[config.mk]
export PLATFORM = sky130hd
export DESIGN_NAME = rwtv_front
export DESIGN_NICKNAME = d
export VERILOG_FILES = /design/src/rwtv_pkg.sv /design/src/rwtv_front.sv
export SDC_FILE = /design/constraint.sdc
export NUM_CORES = 1
export LEC_CHECK = 0
export BUFFER_PORTS_ARGS = -buffer_cell sky130_fd_sc_hd__buf_2
export CORE_AREA = 2 2 170 172
export CTS_CLUSTER_SIZE = 10
export DETAILED_ROUTE_END_ITERATION = 8
export DIE_AREA = 0 0 172 174
export PLACE_DENSITY = 0.72
export SYNTH_ARGS = -nofsm -noshare
export SYNTH_HDL_FRONTEND = slang
export SYNTH_SLANG_ARGS = --single-unit
[constraint.sdc]
create_clock -name clock -period 7.5 [get_ports clock]
set_input_delay 1.5 -clock clock [delete_from_list [all_inputs] [get_ports clock]]
set_output_delay 1.5 -clock clock [all_outputs]
set_load 0.02 [all_outputs]
[src/rwtv_pkg.sv]
package rwtv_pkg;

   localparam int CoordW = 32;
   localparam int PatchW = 8;
   localparam int DiffW  = 33;
   localparam int IdxW   = 4;

   localparam logic [IdxW-1:0] REG_AXIS_A_X       = IdxW'(0);
   localparam logic [IdxW-1:0] REG_AXIS_A_Y       = IdxW'(1);
   localparam logic [IdxW-1:0] REG_AXIS_A_Z       = IdxW'(2);
   localparam logic [IdxW-1:0] REG_AXIS_B_X       = IdxW'(3);
   localparam logic [IdxW-1:0] REG_AXIS_B_Y       = IdxW'(4);
   localparam logic [IdxW-1:0] REG_AXIS_B_Z       = IdxW'(5);
   localparam logic [IdxW-1:0] REG_ANGULAR_RATE   = IdxW'(6);
   localparam logic [IdxW-1:0] REG_TARGET_PATCH   = IdxW'(7);

   localparam logic signed [CoordW-1:0] AxisBZReset = CoordW'(65536);

   typedef struct packed {
      logic signed [CoordW-1:0] a_x;
      logic signed [CoordW-1:0] a_y;
      logic signed [CoordW-1:0] a_z;
      logic signed [CoordW-1:0] b_x;
      logic signed [CoordW-1:0] b_y;
      logic signed [CoordW-1:0] b_z;
      logic signed [CoordW-1:0] rate;
      logic [PatchW-1:0]        patch;
   } cfg_type;

   typedef struct packed {
      logic signed [DiffW-1:0] x;
      logic signed [DiffW-1:0] y;
      logic signed [DiffW-1:0] z;
   } offset_type;

   typedef struct packed {
      logic signed [CoordW-1:0] vel_x;
      logic signed [CoordW-1:0] vel_y;
      logic signed [CoordW-1:0] vel_z;
      logic                     degenerate;
   } result_type;

endpackage

[src/rwtv_front.sv]
module rwtv_front import rwtv_pkg::*; (
   input  logic                     clock,
   input  logic                     reset,
   input  cfg_type                  cfg,
   input  logic                     req_push,
   output logic                     req_full,
   input  logic signed [CoordW-1:0] node_x,
   input  logic signed [CoordW-1:0] node_y,
   input  logic signed [CoordW-1:0] node_z,
   input  logic [PatchW-1:0]        node_patch,
   output logic                     q_push,
   output offset_type               q_data,
   input  logic                     q_full
);

   typedef struct packed {
      logic       match;
      offset_type off;
   } front_type;

   logic      fv_ff, fv_in;
   front_type fs_ff, fs_in;
   logic      accept, move;

   // A request of another patch is dropped here and never reaches the queue.
   assign move     = !fs_ff.match || !q_full;
   assign req_full = fv_ff && !move;
   assign accept   = req_push && !req_full;
   assign q_push   = fv_ff && fs_ff.match && !q_full;
   assign q_data   = fs_ff.off;

   always_comb begin
      fv_in       = accept || (fv_ff && !move);
      fs_in.match = (node_patch == cfg.patch);
      fs_in.off.x = DiffW'(node_x) - DiffW'(cfg.a_x);
      fs_in.off.y = DiffW'(node_y) - DiffW'(cfg.a_y);
      fs_in.off.z = DiffW'(node_z) - DiffW'(cfg.a_z);
   end

   always_ff @(posedge clock) begin
      if (reset) begin
         fv_ff <= 1'b0;
      end else begin
         fv_ff <= fv_in;
      end
      if (accept) begin
         fs_ff <= fs_in;
      end
   end

endmodule

==> metrics.csv <==
stage;metric;value;unit
critical_path;Setup crit start;cfg[168];
clock_network;setup bufs post-CTS;0;
logic_synthesis;Synthesized Nets;1471;
final_layout;Syn-to-layout area delta;16.5;%
detailed_routing;WL/cell;15.5;um
timing;Sum Neg Setup Slack;0;ns
clock_network;Root Driver;clkbuf_16;
detailed_routing;antenna viol nets, final;0;
critical_path;CP Class;input pin to flip-flop;
critical_path;R2R setup slack;4.98;ns
critical_path;crit path capture type;flip-flop;
global_routing;first-pass GRT wire length;38300;um
clock_network;CTS clock-pin slew for the worst setup and hold paths;0.07;ns
pwr;Lkg Pwr;0.00522;uW
timing;Final Setup Violations;0;
critical_path;WP depth;11;
timing;clock skew;0.00989;ns
final_layout;Final Util;38.5;%
critical_path;CP top delay family;compound AO/OA/AOI/OAI gates;
logic_synthesis;top cells by area, synth;edfxtp_1 (32%), ha_1 (13%), buf_4 (8.0%);
detailed_routing;met2 WL;11900;um
logic_synthesis;most common cell in the synthesized netlist;inv_1;
detailed_routing;vias per cell;4.87;
timing;period utilization;51.0;%
global_routing;vias in the first global route;7542;
final_layout;share of layout cells above drive strength 1;28.9;%
floorplan;number of cell rows;62;
logic_synthesis;synth warn;0;
timing;RSZ-0062 raised after global routing;false;
clock_network;Sink Count;101;
clock_network;total CTS buffers;9;
critical_path;CP most frequent cell;o21ai_0;
global_routing;largest net degree at the start of global routing;65;
timing;fin. max-slew vios;0;
critical_path;Worst R2R End;q_data[52];
critical_path;CP Data Required Time;7.67;ns
clock_network;post-cts resize count;0;
critical_path;Max FO, Critical Path;4;
floorplan;Die Width;172;um
timing;final hold vios;0;
critical_path;CP arrival;4.00;ns
final_layout;Layout fillers;2905;
logic_synthesis;synthesized flop and latch total;101;
pwr;PD cells;183;nW/um^2
critical_path;worst reg2reg path depth;4;
logic_synthesis;Post-Synthesis Cells;1032;
logic_synthesis;Avg Inst Size Synth;9.05;sq um
logic_synthesis;Mapped Area;9340;sq um
critical_path;critical path's slowest cell;fa_1;
logic_synthesis;Post-synth ARST share;0;%
detailed_routing;met3 WL;2190;um
logic_synthesis;number of flops mapped to enable cells by yosys;100;
placed_design;port bufs;312;
logic_synthesis;most used flip-flop cell after synthesis;edfxtp_1;
min_path;Min-Delay Path Class;flip-flop to flip-flop;
logic_synthesis;area leader, netlist;edfxtp_1;
detailed_routing;DRC errors left;0;
global_routing;initial antenna violation count;5;
floorplan;core area;28200;sq um
detailed_routing;metal1 wirelength;10800;um
clock_network;H-tree depth;3;
clock_network;cts-stage hold buffer count;0;
clock_network;Longest Clk Path Bufs;2;
logic_synthesis;post-synth top area share;32.2;%
min_path;Hold Path Depth;3;
detailed_routing;Initial DRC Count;447;
pwr;Max rail drop VDD;0.128;mV
timing;WHS;0.706;ns
detailed_routing;uppermost routed layer;met5;
floorplan;full die area;29900;sq um
min_path;min-delay src;fv_ff;
critical_path;CP bufs+invs;1;
logic_synthesis;Yosys cell types;77;
placed_design;DPL Wire Length;21000;um
detailed_routing;routed vias;7935;
run_status;status;completed;
logic_synthesis;Post-synth top cells;inv_1 (123), edfxtp_1 (100), buf_4 (99);
timing;Min Clock Period, post-route;3.83;ns
critical_path;CP Launch Type;input pin;
floorplan;io pins;441;
clock_network;CTS tree;built;
global_routing;Remaining Overflow, GRT;0;
min_path;sink of the worst hold path;fv_ff;
floorplan;Initial Utilization;33.1;%
timing;Slew HR;40.2;%
run;total of max-cap violations;0;
timing;worst slew pin tran;0.896;ns
clock_network;worst skew pair latency;0.35;ns
critical_path;RR Startpoint;fs_ff[99];
placed_design;Final GP Congestion;0.890;
logic_synthesis;register area share after synthesis;32.4;%
detailed_routing;DRT Pass-1 Iters;5;
detailed_routing;Post-Route WL;25300;um
final_layout;Layout Nets;1678;
global_routing;GRT Total Usage;16.3;%
critical_path;CP cell instances;buf_2 -> ha_1 -> fa_1 -> nor2b_1 -> o21ai_0 -> a21oi_1 -> o21ai_0 -> a31oi_2 -> a21boi_0 -> o21ai_0 -> xor2_1;
timing;max frequency;0.261;GHz
critical_path;crit-path max cell delay;0.41;ns
floorplan;Die Ht;174;um
[worst register-to-register path, delay by kind of cell (launching register included)]
kind | cells | cell delay, ns
and+or+nand+nor | 2 | 0.37
buffers and inverters | 2 | 1.21
DFF | 1 | 0.45
[flip-flops by register name, indices dropped and copies added (netlist names)]
| register | flops |
|---|---|
| fs_ff | 1 |
| fv_ff | 1 |
| q_data | 99 |
[per-stage QoR]
stage | std cells | power (uW) | setup slack [ns] | instance area (sq um)
6_report | 1630 | 1990 | 3.67 | 10900
5_1_grt | 1629 | 2100 | 3.48 | 10900
4_1_cts | 1628 | 2010 | 3.63 | 10900
3_5_place_dp | 1612 | 1500 | 3.26 | 10600
3_3_place_gp | 1612 | 1490 | 3.29 | 10600
2_1_floorplan | 1032 | 1360 | 0.782 | 9340
[cells by family (layout without fill, tap and decap cells)]
logic type	Yosys count	after routing	share of synthesized area [%]
DFF	101	101	32.4
and+or+nand+nor	217	217	11.6
buffers and inverters	241	453	13.8
xor gates and xnor gates	92	92	8.63
adders and majority gates	99	99	13.5
AOI/OAI and AO/OA	281	281	20.0
other	0	2	0
muxes	1	1	0.107
[worst max-delay path by stage]
stage	endpoint	slack (ns)
detailed placement	q_data[65]	3.26
CTS	q_data[65]	3.63
global placement	q_data[65]	3.29
floorplan	fs_ff[99]	0.78
global route	q_data[57]	3.48
finish	q_data[57]	3.67
[power breakdown]
part           total (uW)  switching [uW]  internal, uW  leakage (uW)
logic                 744             449           295       0.00409
registers             751            21.7           730      0.000984
clock network         495             231           264      0.000145
[layout by cell type, fill, tap and decap left out, types with 4 or more instances in the layout]
cell type / instances
a21o_1: 34
a31oi_1: 11
o211ai_1: 7
or2_2: 5
nand2b_1: 6
clkbuf_16: 9
o21bai_1: 12
xnor2_1: 57
buf_2: 312
a211o_1: 5
xor2_1: 35
edfxtp_1: 100
inv_1: 123
ha_1: 96
nor2b_1: 15
a21oi_1: 94
nor2_1: 48
o21a_1: 10
nand2_1: 70
a41oi_1: 6
o22ai_1: 4
nand4_1: 17
o21ai_1: 5
a211oi_1: 5
nand3_1: 12
and3_1: 10
o21ai_0: 44
nor3_1: 11
[layout make-up]
class / count / area (sq um) / area share [%]
Tap cell: 384 / 480 / 4.42
Clock buffer: 10 / 229 / 2.10
Inverter: 123 / 462 / 4.24
Sequential cell: 101 / 3020 / 27.8
Multi-Input combinational cell: 690 / 5030 / 46.3
Clock inverter: 6 / 71.3 / 0.655
Timing Repair Buffer: 314 / 1580 / 14.5
Antenna cell: 2 / 5.00 / 0.0460
[per-layer routing]
metal / up-vias / GRT usage, %
met5: - / 0
met4: 6 / 3.64
met3: 25 / 4.26
met2: 320 / 28.0
met1: 3613 / 20.3
li1: 3971 / -
(Power assumes the default switching activity.)
