**src/rwtv_queue.sv**
```systemverilog
module rwtv_queue #(
   parameter int WIDTH = 8,
   parameter int DEPTH = 4
) (
   input  logic             clock,
   input  logic             reset,
   input  logic             push,
   input  logic [WIDTH-1:0] push_data,
   output logic             full,
   input  logic             pop,
   output logic [WIDTH-1:0] pop_data,
   output logic             empty
);

   // DEPTH must be at least 2.
   localparam int AW = $clog2(DEPTH);
   localparam int CW = $clog2(DEPTH + 1);

   logic [WIDTH-1:0] mem_ff [DEPTH];
   logic [AW-1:0]    wr_ptr_ff, wr_ptr_in;
   logic [AW-1:0]    rd_ptr_ff, rd_ptr_in;
   logic [CW-1:0]    count_ff, count_in;
   logic             do_push, do_pop;

   assign full     = (count_ff == CW'(DEPTH));
   assign empty    = (count_ff == '0);
   assign do_push  = push && !full;
   assign do_pop   = pop && !empty;
   assign pop_data = mem_ff[rd_ptr_ff];

   always_comb begin
      wr_ptr_in = wr_ptr_ff;
      rd_ptr_in = rd_ptr_ff;
      count_in  = count_ff;
      if (do_push) begin
         wr_ptr_in = (wr_ptr_ff == AW'(DEPTH - 1)) ? '0 : wr_ptr_ff + 1'b1;
      end
      if (do_pop) begin
         rd_ptr_in = (rd_ptr_ff == AW'(DEPTH - 1)) ? '0 : rd_ptr_ff + 1'b1;
      end
      if (do_push && !do_pop) begin
         count_in = count_ff + 1'b1;
      end else if (do_pop && !do_push) begin
         count_in = count_ff - 1'b1;
      end
   end

   always_ff @(posedge clock) begin
      if (reset) begin
         wr_ptr_ff <= '0;
         rd_ptr_ff <= '0;
         count_ff  <= '0;
      end else begin
         wr_ptr_ff <= wr_ptr_in;
         rd_ptr_ff <= rd_ptr_in;
         count_ff  <= count_in;
      end
      if (do_push) begin
         mem_ff[wr_ptr_ff] <= push_data;
      end
   end

endmodule

```
**config.mk**
```make
export PLATFORM = sky130hd
export DESIGN_NAME = rwtv_queue
export DESIGN_NICKNAME = d
export VERILOG_FILES = /design/src/rwtv_queue.sv
export SDC_FILE = /design/constraint.sdc
export NUM_CORES = 1
export LEC_CHECK = 0
export BUFFER_PORTS_ARGS = -buffer_cell sky130_fd_sc_hd__buf_4
export CAP_MARGIN = 10
export CORE_MARGIN = 1
export CORE_UTILIZATION = 55
export DETAILED_ROUTE_END_ITERATION = 8
export GPL_ROUTABILITY_DRIVEN = 0
export HOLD_SLACK_MARGIN = 0.05
export PLACE_DENSITY = 0.86
export SYNTH_ARGS = -nofsm -noshare
export SYNTH_HDL_FRONTEND = slang
export SYNTH_SLANG_ARGS = --single-unit
```
**constraint.sdc**
```tcl
create_clock -name clock -period 3.1 [get_ports clock]
set_input_delay 0.465 -clock clock [delete_from_list [all_inputs] [get_ports clock]]
set_output_delay 0.465 -clock clock [all_outputs]
set_load 0.03 [all_outputs]
```
==> metrics.yaml, run 1 <==
cts:
  ctsResizeCount: 0
  clock_path_buffers: 2
  htree_levels: 2
  path_clk_slew_ns: 0.12
  cts.sinks: 41
  post_cts_buffers: 0
  numCtsBuffers: 5
  clk_latency_ns: 0.34
  cts_hold_buf: 0
  cts_root_buffer: "clkbuf_4"
  cts_tree: "done"
synthesis:
  synth-xor-area-share_pct: 1.06
  synth-simple-area-share_pct: 5.70
  syn_nets: 111
  ys_types: 26
  synth_top_area_share_pct: 58.4
  synthAdderAreaFrac_pct: 5.78
  netlist_top_cells_area: "edfxtp_1 (58%), dfxtp_1 (11%), mux4_2 (11%)"
  synthMuxAreaShare_pct: 12.2
  ys_seq_area_share_pct: 69.4
  synth-seq-cells: 41
  synth_compound_area_share_pct: 3.04
  yosysTopAreaCell: "edfxtp_1"
  synth_top_family_by_area: "multiplexers"
  syn_area_per_cell_um2: 17.9
  synthCells: 92
  yosysWarnings: 0
  syn_area_mm2: 0.00165
final_layout:
  diodes: 0
  final_area_mm2: 0.00189
  drive_gt1_share_pct: 39.3
  fillCellCount: 203
  syn_to_final_growth_pct: 14.8
  nNetsFinal: 135
  fin_util_pct: 67.3
setup_path:
  cp_slowest_cell: "dfxtp_1"
  reg2reg_setup_slack_ns: 0.66
  startpoint_type: "flip-flop"
  worst_setup_path_end_kind: "flip-flop"
  cp_data_required_time_ns: 3.38
  critical_path_arrival_ns: 2.72
  cp_top_family: "simple AND/OR/NAND/NOR gates"
  reg2reg_from: "count_ff[0]$_SDFFE_PP0P_"
  crit_type: "flip-flop to flip-flop"
  critical_path.max_stage_delay_ns: 0.47
  critPathMaxFanout: 7
  crit_buf_inv: 2
  crit_start: "count_ff[0]$_SDFFE_PP0P_"
  cp_cell_sequence: "or3b_1 -> clkinv_4 -> nor2_2 -> ha_1 -> inv_1 -> fa_1 -> xor2_1 -> or3_2 -> a21oi_1"
grt:
  grt_pass1_vias: 889
  grt_remaining_overflow: 0
  grt_usage_pct: 18.5
  grt_pass1_wl_mm: 4.12
  grt_max_degree: 13
  antenna_found_initial: 0
pwr:
  p_sw_share_pct: 32.2
  clkPwrFrac_pct: 19.3
  p_int_mw: 1.02
  max-vdd-ir-drop_mv: 0.581
  comb_power_share_pct: 31.6
  power_leakage_nw: 0.705
  power_density_mw_per_mm2: 795
  switchingPower_mw: 0.484
  sequentialPowerShare_pct: 49.1
floorplanning:
  rows: 19
  io_pins: 22
  fp.dieH_um: 56.7
  dieWidth_um: 56.7
  die_area_mm2: 0.00321
  start_util_pct: 58.7
  core_area_mm2: 0.00281
run:
  cap_viol_max_count: 0
sta:
  rsz0062_at_grt: "false"
  slew_violations: 0
  fmax_mhz: 410
  worst_pin_slew_ns: 0.524
  slew-limit-headroom_pct: 65.0
  finalCritPeriodShare_pct: 78.6
  hold_viol: 0
  min_period_ns: 2.44
  finClkSkew_ns: 0.0112
  tns_ns: 0
  setup_violations: 0
outcome:
  status: "finished, violations left"
  violations: "DRC"
placement:
  dpl_cell_area_mm2: 0.00182
  io_buffers: 21
  place.detailed.hpwl_mm: 1.85
detailed_routing:
  wl_mm: 2.57
  firstDrtPassIters: 6
  drtIter0Drc: 22
  wl_per_cell_um: 17.3
  drc: 4
  avgViaCountPerCell: 5.76
  ant_nets: 0
  num_vias: 852
hold_path:
  min_from: "push_data[7]"
  holdCritPathClass: "input pin to flip-flop"
-- synthesized netlist by cell type --
cell      instances
fa_1              1
nor2_2            1
dfxtp_1           9
clkinv_4          1
clkbuf_1          1
nand3_1           2
or3b_1            1
mux2i_1           2
buf_1             1
inv_1             4
or3_1             1
nand2_1           1
o31ai_2           2
or3_2             1
buf_2             1
mux4_2            8
xor2_1            2
a21oi_1           3
ha_1              6
o21ai_1           1
buf_6             1
and3_2            4
nor3_1            2
edfxtp_1         32
nor2_1            3
o21ai_0           1
-- cell type report --
type / count / area, um2 / share of cell area [%]
repair buffers: 21 / 158 / 8.35
multi-input cells: 42 / 457 / 24.2
inverters: 5 / 23.8 / 1.26
clock inverters: 1 / 5.00 / 0.265
clock buffers: 7 / 65.1 / 3.45
well taps: 31 / 38.8 / 2.05
flip-flops and latches: 41 / 1140 / 60.4
-- placed cells by master (no fill, tap or decap), drive strengths merged, types with 3 or more instances in the layout --
cell type,n
ha,6
clkbuf,7
nor2,4
inv,4
and3,4
buf,21
mux4,8
edfxtp,32
a21oi,3
dfxtp,9
-- through the flow --
step           worst slack [ns]  power, mW  std cells  hold slack, ns
4_1_cts                   0.655       1.52        148           0.298
5_1_grt                   0.518       1.57        148           0.289
3_3_place_gp              0.847       1.20        140           0.475
2_1_floorplan             0.885       1.08         92           0.463
6_report                  0.662       1.50        148           0.312
3_5_place_dp              0.709       1.23        140           0.501
-- flip-flops by register name, indices dropped and copies added (netlist names), named ones only --
name,count
count_ff,3
rd_ptr_ff,2
mem_ff,32
wr_ptr_ff,2
-- worst paths after layout --
kind,endpoint,cells after the start
worst max-delay path,count_ff[2]$_SDFFE_PP0P_,9
worst min-delay path,mem_ff[3][7]$_DFFE_PP_,1
worst max register to register,count_ff[2]$_SDFFE_PP0P_,9
worst min register to register,flip-flop,2
-- cell families after synthesis --
| kind of cell | Yosys count |
|---|---|
| flops | 41 |
| simple gates | 16 |
| mux | 10 |
| buf+inv | 9 |
| compound gates | 7 |
| fa+ha+maj | 7 |
| xor+xnor | 2 |
-- power by group through the flow --
stage	clock [mW]	sequential, mW	combinational (mW)
6_report	0.290	0.737	0.474
3_5_place_dp	0	0.752	0.474
5_1_grt	0.319	0.748	0.503
3_3_place_gp	0	0.744	0.451
4_1_cts	0.298	0.739	0.478
2_1_floorplan	0	0.712	0.366
-- metal layers --
metal	global-route usage (%)	vias up	share of wire [%]
met5	0	-	0
met3	7.83	7	5.7
met4	9.64	0	1.8
met1	19.6	419	39
li1	-	402	-
met2	31.3	24	54
Power figures use the tool's default switching activity.
==> run 2: changes to the inputs <==
Settings changed: ABC_AREA from default to 1, CORE_UTILIZATION 55 to 56, PLACE_DENSITY 0.86 to 0.87.
Clock period 3.1 ns to 2.4 ns, I/O delays scaled along.
==> metrics.yaml, run 2 <==
setup_path:
  reg2reg_from: "count_ff[1]$_SDFFE_PP0P_"
  critical_path_arrival_ns: 1.57
  cp_data_required_time_ns: 2.04
  critPathMaxFanout: 16
  startpoint_type: "flip-flop"
  worst_setup_path_end_kind: "primary output"
  crit_type: "flip-flop to primary output"
cts:
  cts_root_buffer: "clkbuf_4"
  numCtsBuffers: 5
  cts_hold_buf: 0
  cts_tree: "done"
  ctsResizeCount: 0
  clock_path_buffers: 2
  clk_latency_ns: 0.34
  htree_levels: 2
  post_cts_buffers: 0
  path_clk_slew_ns: 0.12
  cts.sinks: 41
sta:
  hold_viol: 0
  finalCritPeriodShare_pct: 80.3
  min_period_ns: 1.93
  tns_ns: 0
  fmax_mhz: 519
  worst_pin_slew_ns: 0.337
  finClkSkew_ns: 0.00594
  rsz0062_at_grt: "false"
  slew_violations: 0
  setup_violations: 0
  slew-limit-headroom_pct: 77.5
synthesis:
  synth_compound_area_share_pct: 9.22
  synthAdderAreaFrac_pct: 5.60
  synth-simple-area-share_pct: 12.1
  synth-xor-area-share_pct: 0.516
  syn_nets: 166
  synth_edf_count: 32
  synth-seq-cells: 41
  synthMuxAreaShare_pct: 0
  synth_top_family_by_area: "simple AND/OR/NAND/NOR gates"
  yosysWarnings: 0
  synth_top_area_share_pct: 56.6
  ys_types: 19
  synthArstFlopShare_pct: 0
  synthCells: 147
  syn_area_per_cell_um2: 11.5
  netlist_top_cells_area: "edfxtp_1 (57%), dfxtp_1 (11%), nor2_1 (7.3%)"
  ys.flop_type: "edfxtp_1"
  yosysTopAreaCell: "edfxtp_1"
  ys_seq_area_share_pct: 67.3
  yosysMostFrequentCell: "nor2_1"
  syn_area_mm2: 0.00170
  synthTopCellsByCount: "nor2_1 (33), edfxtp_1 (32), inv_1 (17), nand2_1 (13), o21ai_0 (13)"
grt:
  grt_remaining_overflow: 0
  grt_usage_pct: 20.3
  grt_pass1_vias: 1139
  grt_pass1_wl_mm: 4.80
  antenna_found_initial: 0
  grt_max_degree: 17
detailed_routing:
  drtIter0Drc: 48
  drt-met1-wl_mm: 1.14
  drc: 5
  dr_wl_met2_mm: 1.49
  wl_per_cell_um: 13.3
  ant_nets: 0
  firstDrtPassIters: 6
  wl_met3_um: 117
  wl_mm: 2.80
  top_layer: "met4"
  avgViaCountPerCell: 5.29
  num_vias: 1111
final_layout:
  diodes: 0
  syn_to_final_growth_pct: 17.7
  stdcell_count: 210
  top_register: "mem_ff"
  top_regs: "mem_ff (32), count_ff (3)"
  drive_gt1_share_pct: 21.8
  nNetsFinal: 197
  final_common_cell: "nor2_1"
  largest_register_ffs: 32
  final_cell_mix: "nor2_1 (33), edfxtp_1 (32), buf_4 (26), inv_1 (17)"
floorplanning:
  start_util_pct: 60.5
  dieWidth_um: 57.0
  core_area_mm2: 0.00281
  io_pins: 22
  rows: 19
  die_area_mm2: 0.00325
  fp.dieH_um: 57.0
run:
  cap_viol_max_count: 0
pwr:
  power_leakage_nw: 0.821
  max-vdd-ir-drop_mv: 0.818
  power_density_mw_per_mm2: 1150
outcome:
  violations: "DRC"
  status: "finished, violations left"
hold_path:
  holdCritPathClass: "input pin to flip-flop"
  min_from: "reset"
placement:
  io_buffers: 21
  place.detailed.hpwl_mm: 2.03
  placed_cells: 202
==> run 2: worst max-delay path: stages, from the launching register on <==
cell and delay (ns):
dfxtp_1 0.53, inv_2 0.20, o21ai_0 0.21, o22ai_1 0.11, buf_4 0.18
==> run 2: cells by family after synthesis <==
logic type | count (synthesis)
xor gates and xnor gates | 1
and+or+nand+nor | 51
adders and majority gates | 7
buffers and inverters | 20
DFF | 41
AOI/OAI and AO/OA | 27
==> run 2: report_power, final <==
part	internal, mW	total (mW)	switching, mW
sequential	0.879	0.959	0.0798
clock	0.248	0.460	0.213
combinational	0.319	0.870	0.551
total	1.45	2.29	0.844
==> run 2: final timing paths <==
path	cells past startpoint	end	slack [ns]
setup / recovery	4	pop_data[0]	0.47
setup reg to reg	9	count_ff[1]$_SDFFE_PP0P_	0.51
hold reg to reg	2	flip-flop	0.53
hold / removal	2	count_ff[0]$_SDFFE_PP0P_	0.17
==> run 2: routing by layer <==
layer  global-route usage [%]  vias to the layer above
met5                        0                        -
met4                     12.9                        0
met3                     5.22                        5
met2                     36.1                       24
met1                     21.2                      520
li1                         -                      562
==> run 2: cell type report <==
| cell class | instances | area [um2] |
|---|---|---|
| clock inverter | 2 | 37.5 |
| multi-input combinational | 86 | 465 |
| fill | 208 | 808 |
| sequential | 41 | 1140 |
| clock buffer | 6 | 51.3 |
| tap | 31 | 38.8 |
| timing repair buffer | 26 | 195 |
| inverter | 18 | 67.6 |
==> run 2: per-stage QoR <==
step	hold slack, ns	worst slack, ns	util (%)	area (um2)	total power, mW
after global placement	0.509	0.641	68.0	1910	1.80
after CTS	0.161	0.457	71.2	2000	2.30
after floorplan	0.432	0.710	-	1700	1.56
after global routing	0.132	0.307	71.2	2000	2.43
after detailed placement	0.514	0.535	68.0	1910	1.85
final	0.167	0.472	71.2	2000	2.29
==> run 3: changes to the inputs <==
Settings changed: CORE_UTILIZATION 56 to 50, PLACE_DENSITY 0.87 to 0.82.
Clock period 2.4 ns to 1.7 ns, I/O delays scaled along.
==> metrics.yaml, run 3 (synthesis gave the netlist of run 2 again) <==
detailed_routing:
  wl_per_cell_um: 14.1
  num_vias: 1205
  firstDrtPassIters: 4
  drc: 0
  drtIter0Drc: 37
  wl_mm: 3.25
  avgViaCountPerCell: 5.22
  ant_nets: 0
final_layout:
  diodes: 0
  syn_to_final_growth_pct: 27.5
  top_regs: "mem_ff (32), count_ff (3)"
  seqCellArea_mm2: 0.00115
  final_cell_mix: "nor2_1 (32), edfxtp_1 (32), buf_4 (30), inv_1 (15), nand2_1 (12)"
  drive_gt1_share_pct: 31.0
  multi_input_area_um2: 493
  nNetsFinal: 205
  fillCellCount: 222
  largest_register_ffs: 32
  top_register: "mem_ff"
run:
  cap_viol_max_count: 0
sta:
  slew-limit-headroom_pct: 87.0
  finClkSkew_ns: 0.0103
  hold_viol: 0
  setup_violations: 0
  tns_ns: 0
  fmax_mhz: 604
  finalCritPeriodShare_pct: 97.4
  min_period_ns: 1.66
  worst_pin_slew_ns: 0.195
  slew_violations: 0
  rsz0062_at_grt: "true"
  setup_slack_ns: 0.0446
cts:
  cts_root_buffer: "clkbuf_4"
  numCtsBuffers: 5
  clock_path_buffers: 2
  cts.sinks: 41
  path_clk_slew_ns: 0.12
  cts_tree: "done"
  htree_levels: 2
  clk_latency_ns: 0.34
placement:
  dp_slack_ns: -0.0847
  place.detailed.hpwl_mm: 2.18
  io_buffers: 21
grt:
  grt_usage_pct: 20.6
  grt.met1_usage_pct: 20.7
  grtUsageMet2_pct: 37.2
  grt_max_degree: 17
  antenna_found_initial: 0
  grt_use_met3_pct: 7.58
  grt.busiest_layer: "met2"
  grt_pass1_wl_mm: 5.11
  grt_remaining_overflow: 0
  grt_pass1_vias: 1215
pwr:
  total_power_mw: 3.62
  power_leakage_nw: 0.884
  power_density_mw_per_mm2: 1670
  max-vdd-ir-drop_mv: 0.919
setup_path:
  reg2reg_from: "count_ff[1]$_SDFFE_PP0P_"
  startpoint_type: "flip-flop"
  critical_path_arrival_ns: 1.40
  crit_type: "flip-flop to primary output"
  reg2reg_setup_slack_ns: 0.06
  r2r_end: "count_ff[1]$_SDFFE_PP0P_"
  r2r_cells: 9
  critPathMaxFanout: 8
  cp_data_required_time_ns: 1.44
  crit_end: "pop_data[7]"
  worst_setup_path_end_kind: "primary output"
hold_path:
  min_path_cells: 1
  holdCritPathClass: "input pin to flip-flop"
floorplanning:
  start_util_pct: 54.2
  io_pins: 22
  rows: 20
  dieWidth_um: 60.3
  fp.dieH_um: 60.3
  core_area_mm2: 0.00313
  die_area_mm2: 0.00363
outcome:
  status: "finished, final reports clean"
[run 3: changes by cell type in the layout (fill, tap and decap cells not counted), moves of 2 or more]
cell / previous run / this run
dfxtp_1: 9 / 5
dfxtp_2: 0 / 2
o21ai_0: 13 / 10
inv_1: 17 / 15
o21ai_2: 3 / 5
buf_4: 26 / 30
dfxtp_4: 0 / 2
[run 3: worst min-delay path by stage]
stage	startpoint	slack [ns]	to
after floorplan	reset	0.33	count_ff[0]$_SDFFE_PP0P_
after global placement	reset	0.42	count_ff[0]$_SDFFE_PP0P_
after detailed placement	reset	0.42	count_ff[0]$_SDFFE_PP0P_
after CTS	push_data[7]	0.09	mem_ff[3][7]$_DFFE_PP_
after global routing	push_data[7]	0.08	mem_ff[3][7]$_DFFE_PP_
final	push_data[7]	0.11	mem_ff[3][7]$_DFFE_PP_
[run 3: final cells by class]
| cell class | instances | area share, % |
|---|---|---|
| Sequential cell | 41 | 53.2 |
| Multi-Input combinational cell | 86 | 22.8 |
| Timing Repair Buffer | 34 | 13.2 |
| Inverter | 18 | 3.47 |
| Clock inverter | 3 | 3.01 |
| Tap cell | 44 | 2.54 |
| Clock buffer | 5 | 1.74 |
[run 3: repair_timing]
item                                    CTS  global route
endpoints found under the setup margin   10            10
gates resized for setup                  10            15
gates cloned                              0             1
setup buffers                             1             1
pin swaps                                 1             4
endpoints found under the hold margin     1             0
hold buffers                              1             0
[run 3: per-layer routing]
metal	part of all wire, %	up-vias	wire [um]
met4	1.4	0	47
met3	3.5	6	114
met5	0	-	0
li1	-	581	-
met1	40	585	1300
met2	55	33	1790
[run 3: critical path, cell delays in order (launching register included)]
cell and delay, ns:
dfxtp_4 0.45, buf_6 0.12, o21ai_0 0.09, o22ai_1 0.21
buf_4 0.19
[run 3: power by group]
part           internal (mW)  total [mW]  leakage (nW)  switching, mW
sequential              1.26        1.38         0.370          0.124
combinational          0.605        1.48         0.459          0.873
clock                  0.455       0.758        0.0552          0.302
[run 3: per-stage QoR]
| stage | cell area, um2 | util, % | hold WS, ns | cells |
|---|---|---|---|---|
| after detailed placement | 1950 | 62.5 | 0.424 | 219 |
| final | 2160 | 69.2 | 0.111 | 231 |
| after global placement | 1950 | 62.5 | 0.421 | 219 |
| after CTS | 2090 | 66.8 | 0.0891 | 229 |
| after floorplan | 1700 | - | 0.327 | 147 |
| after global routing | 2160 | 69.2 | 0.0757 | 231 |
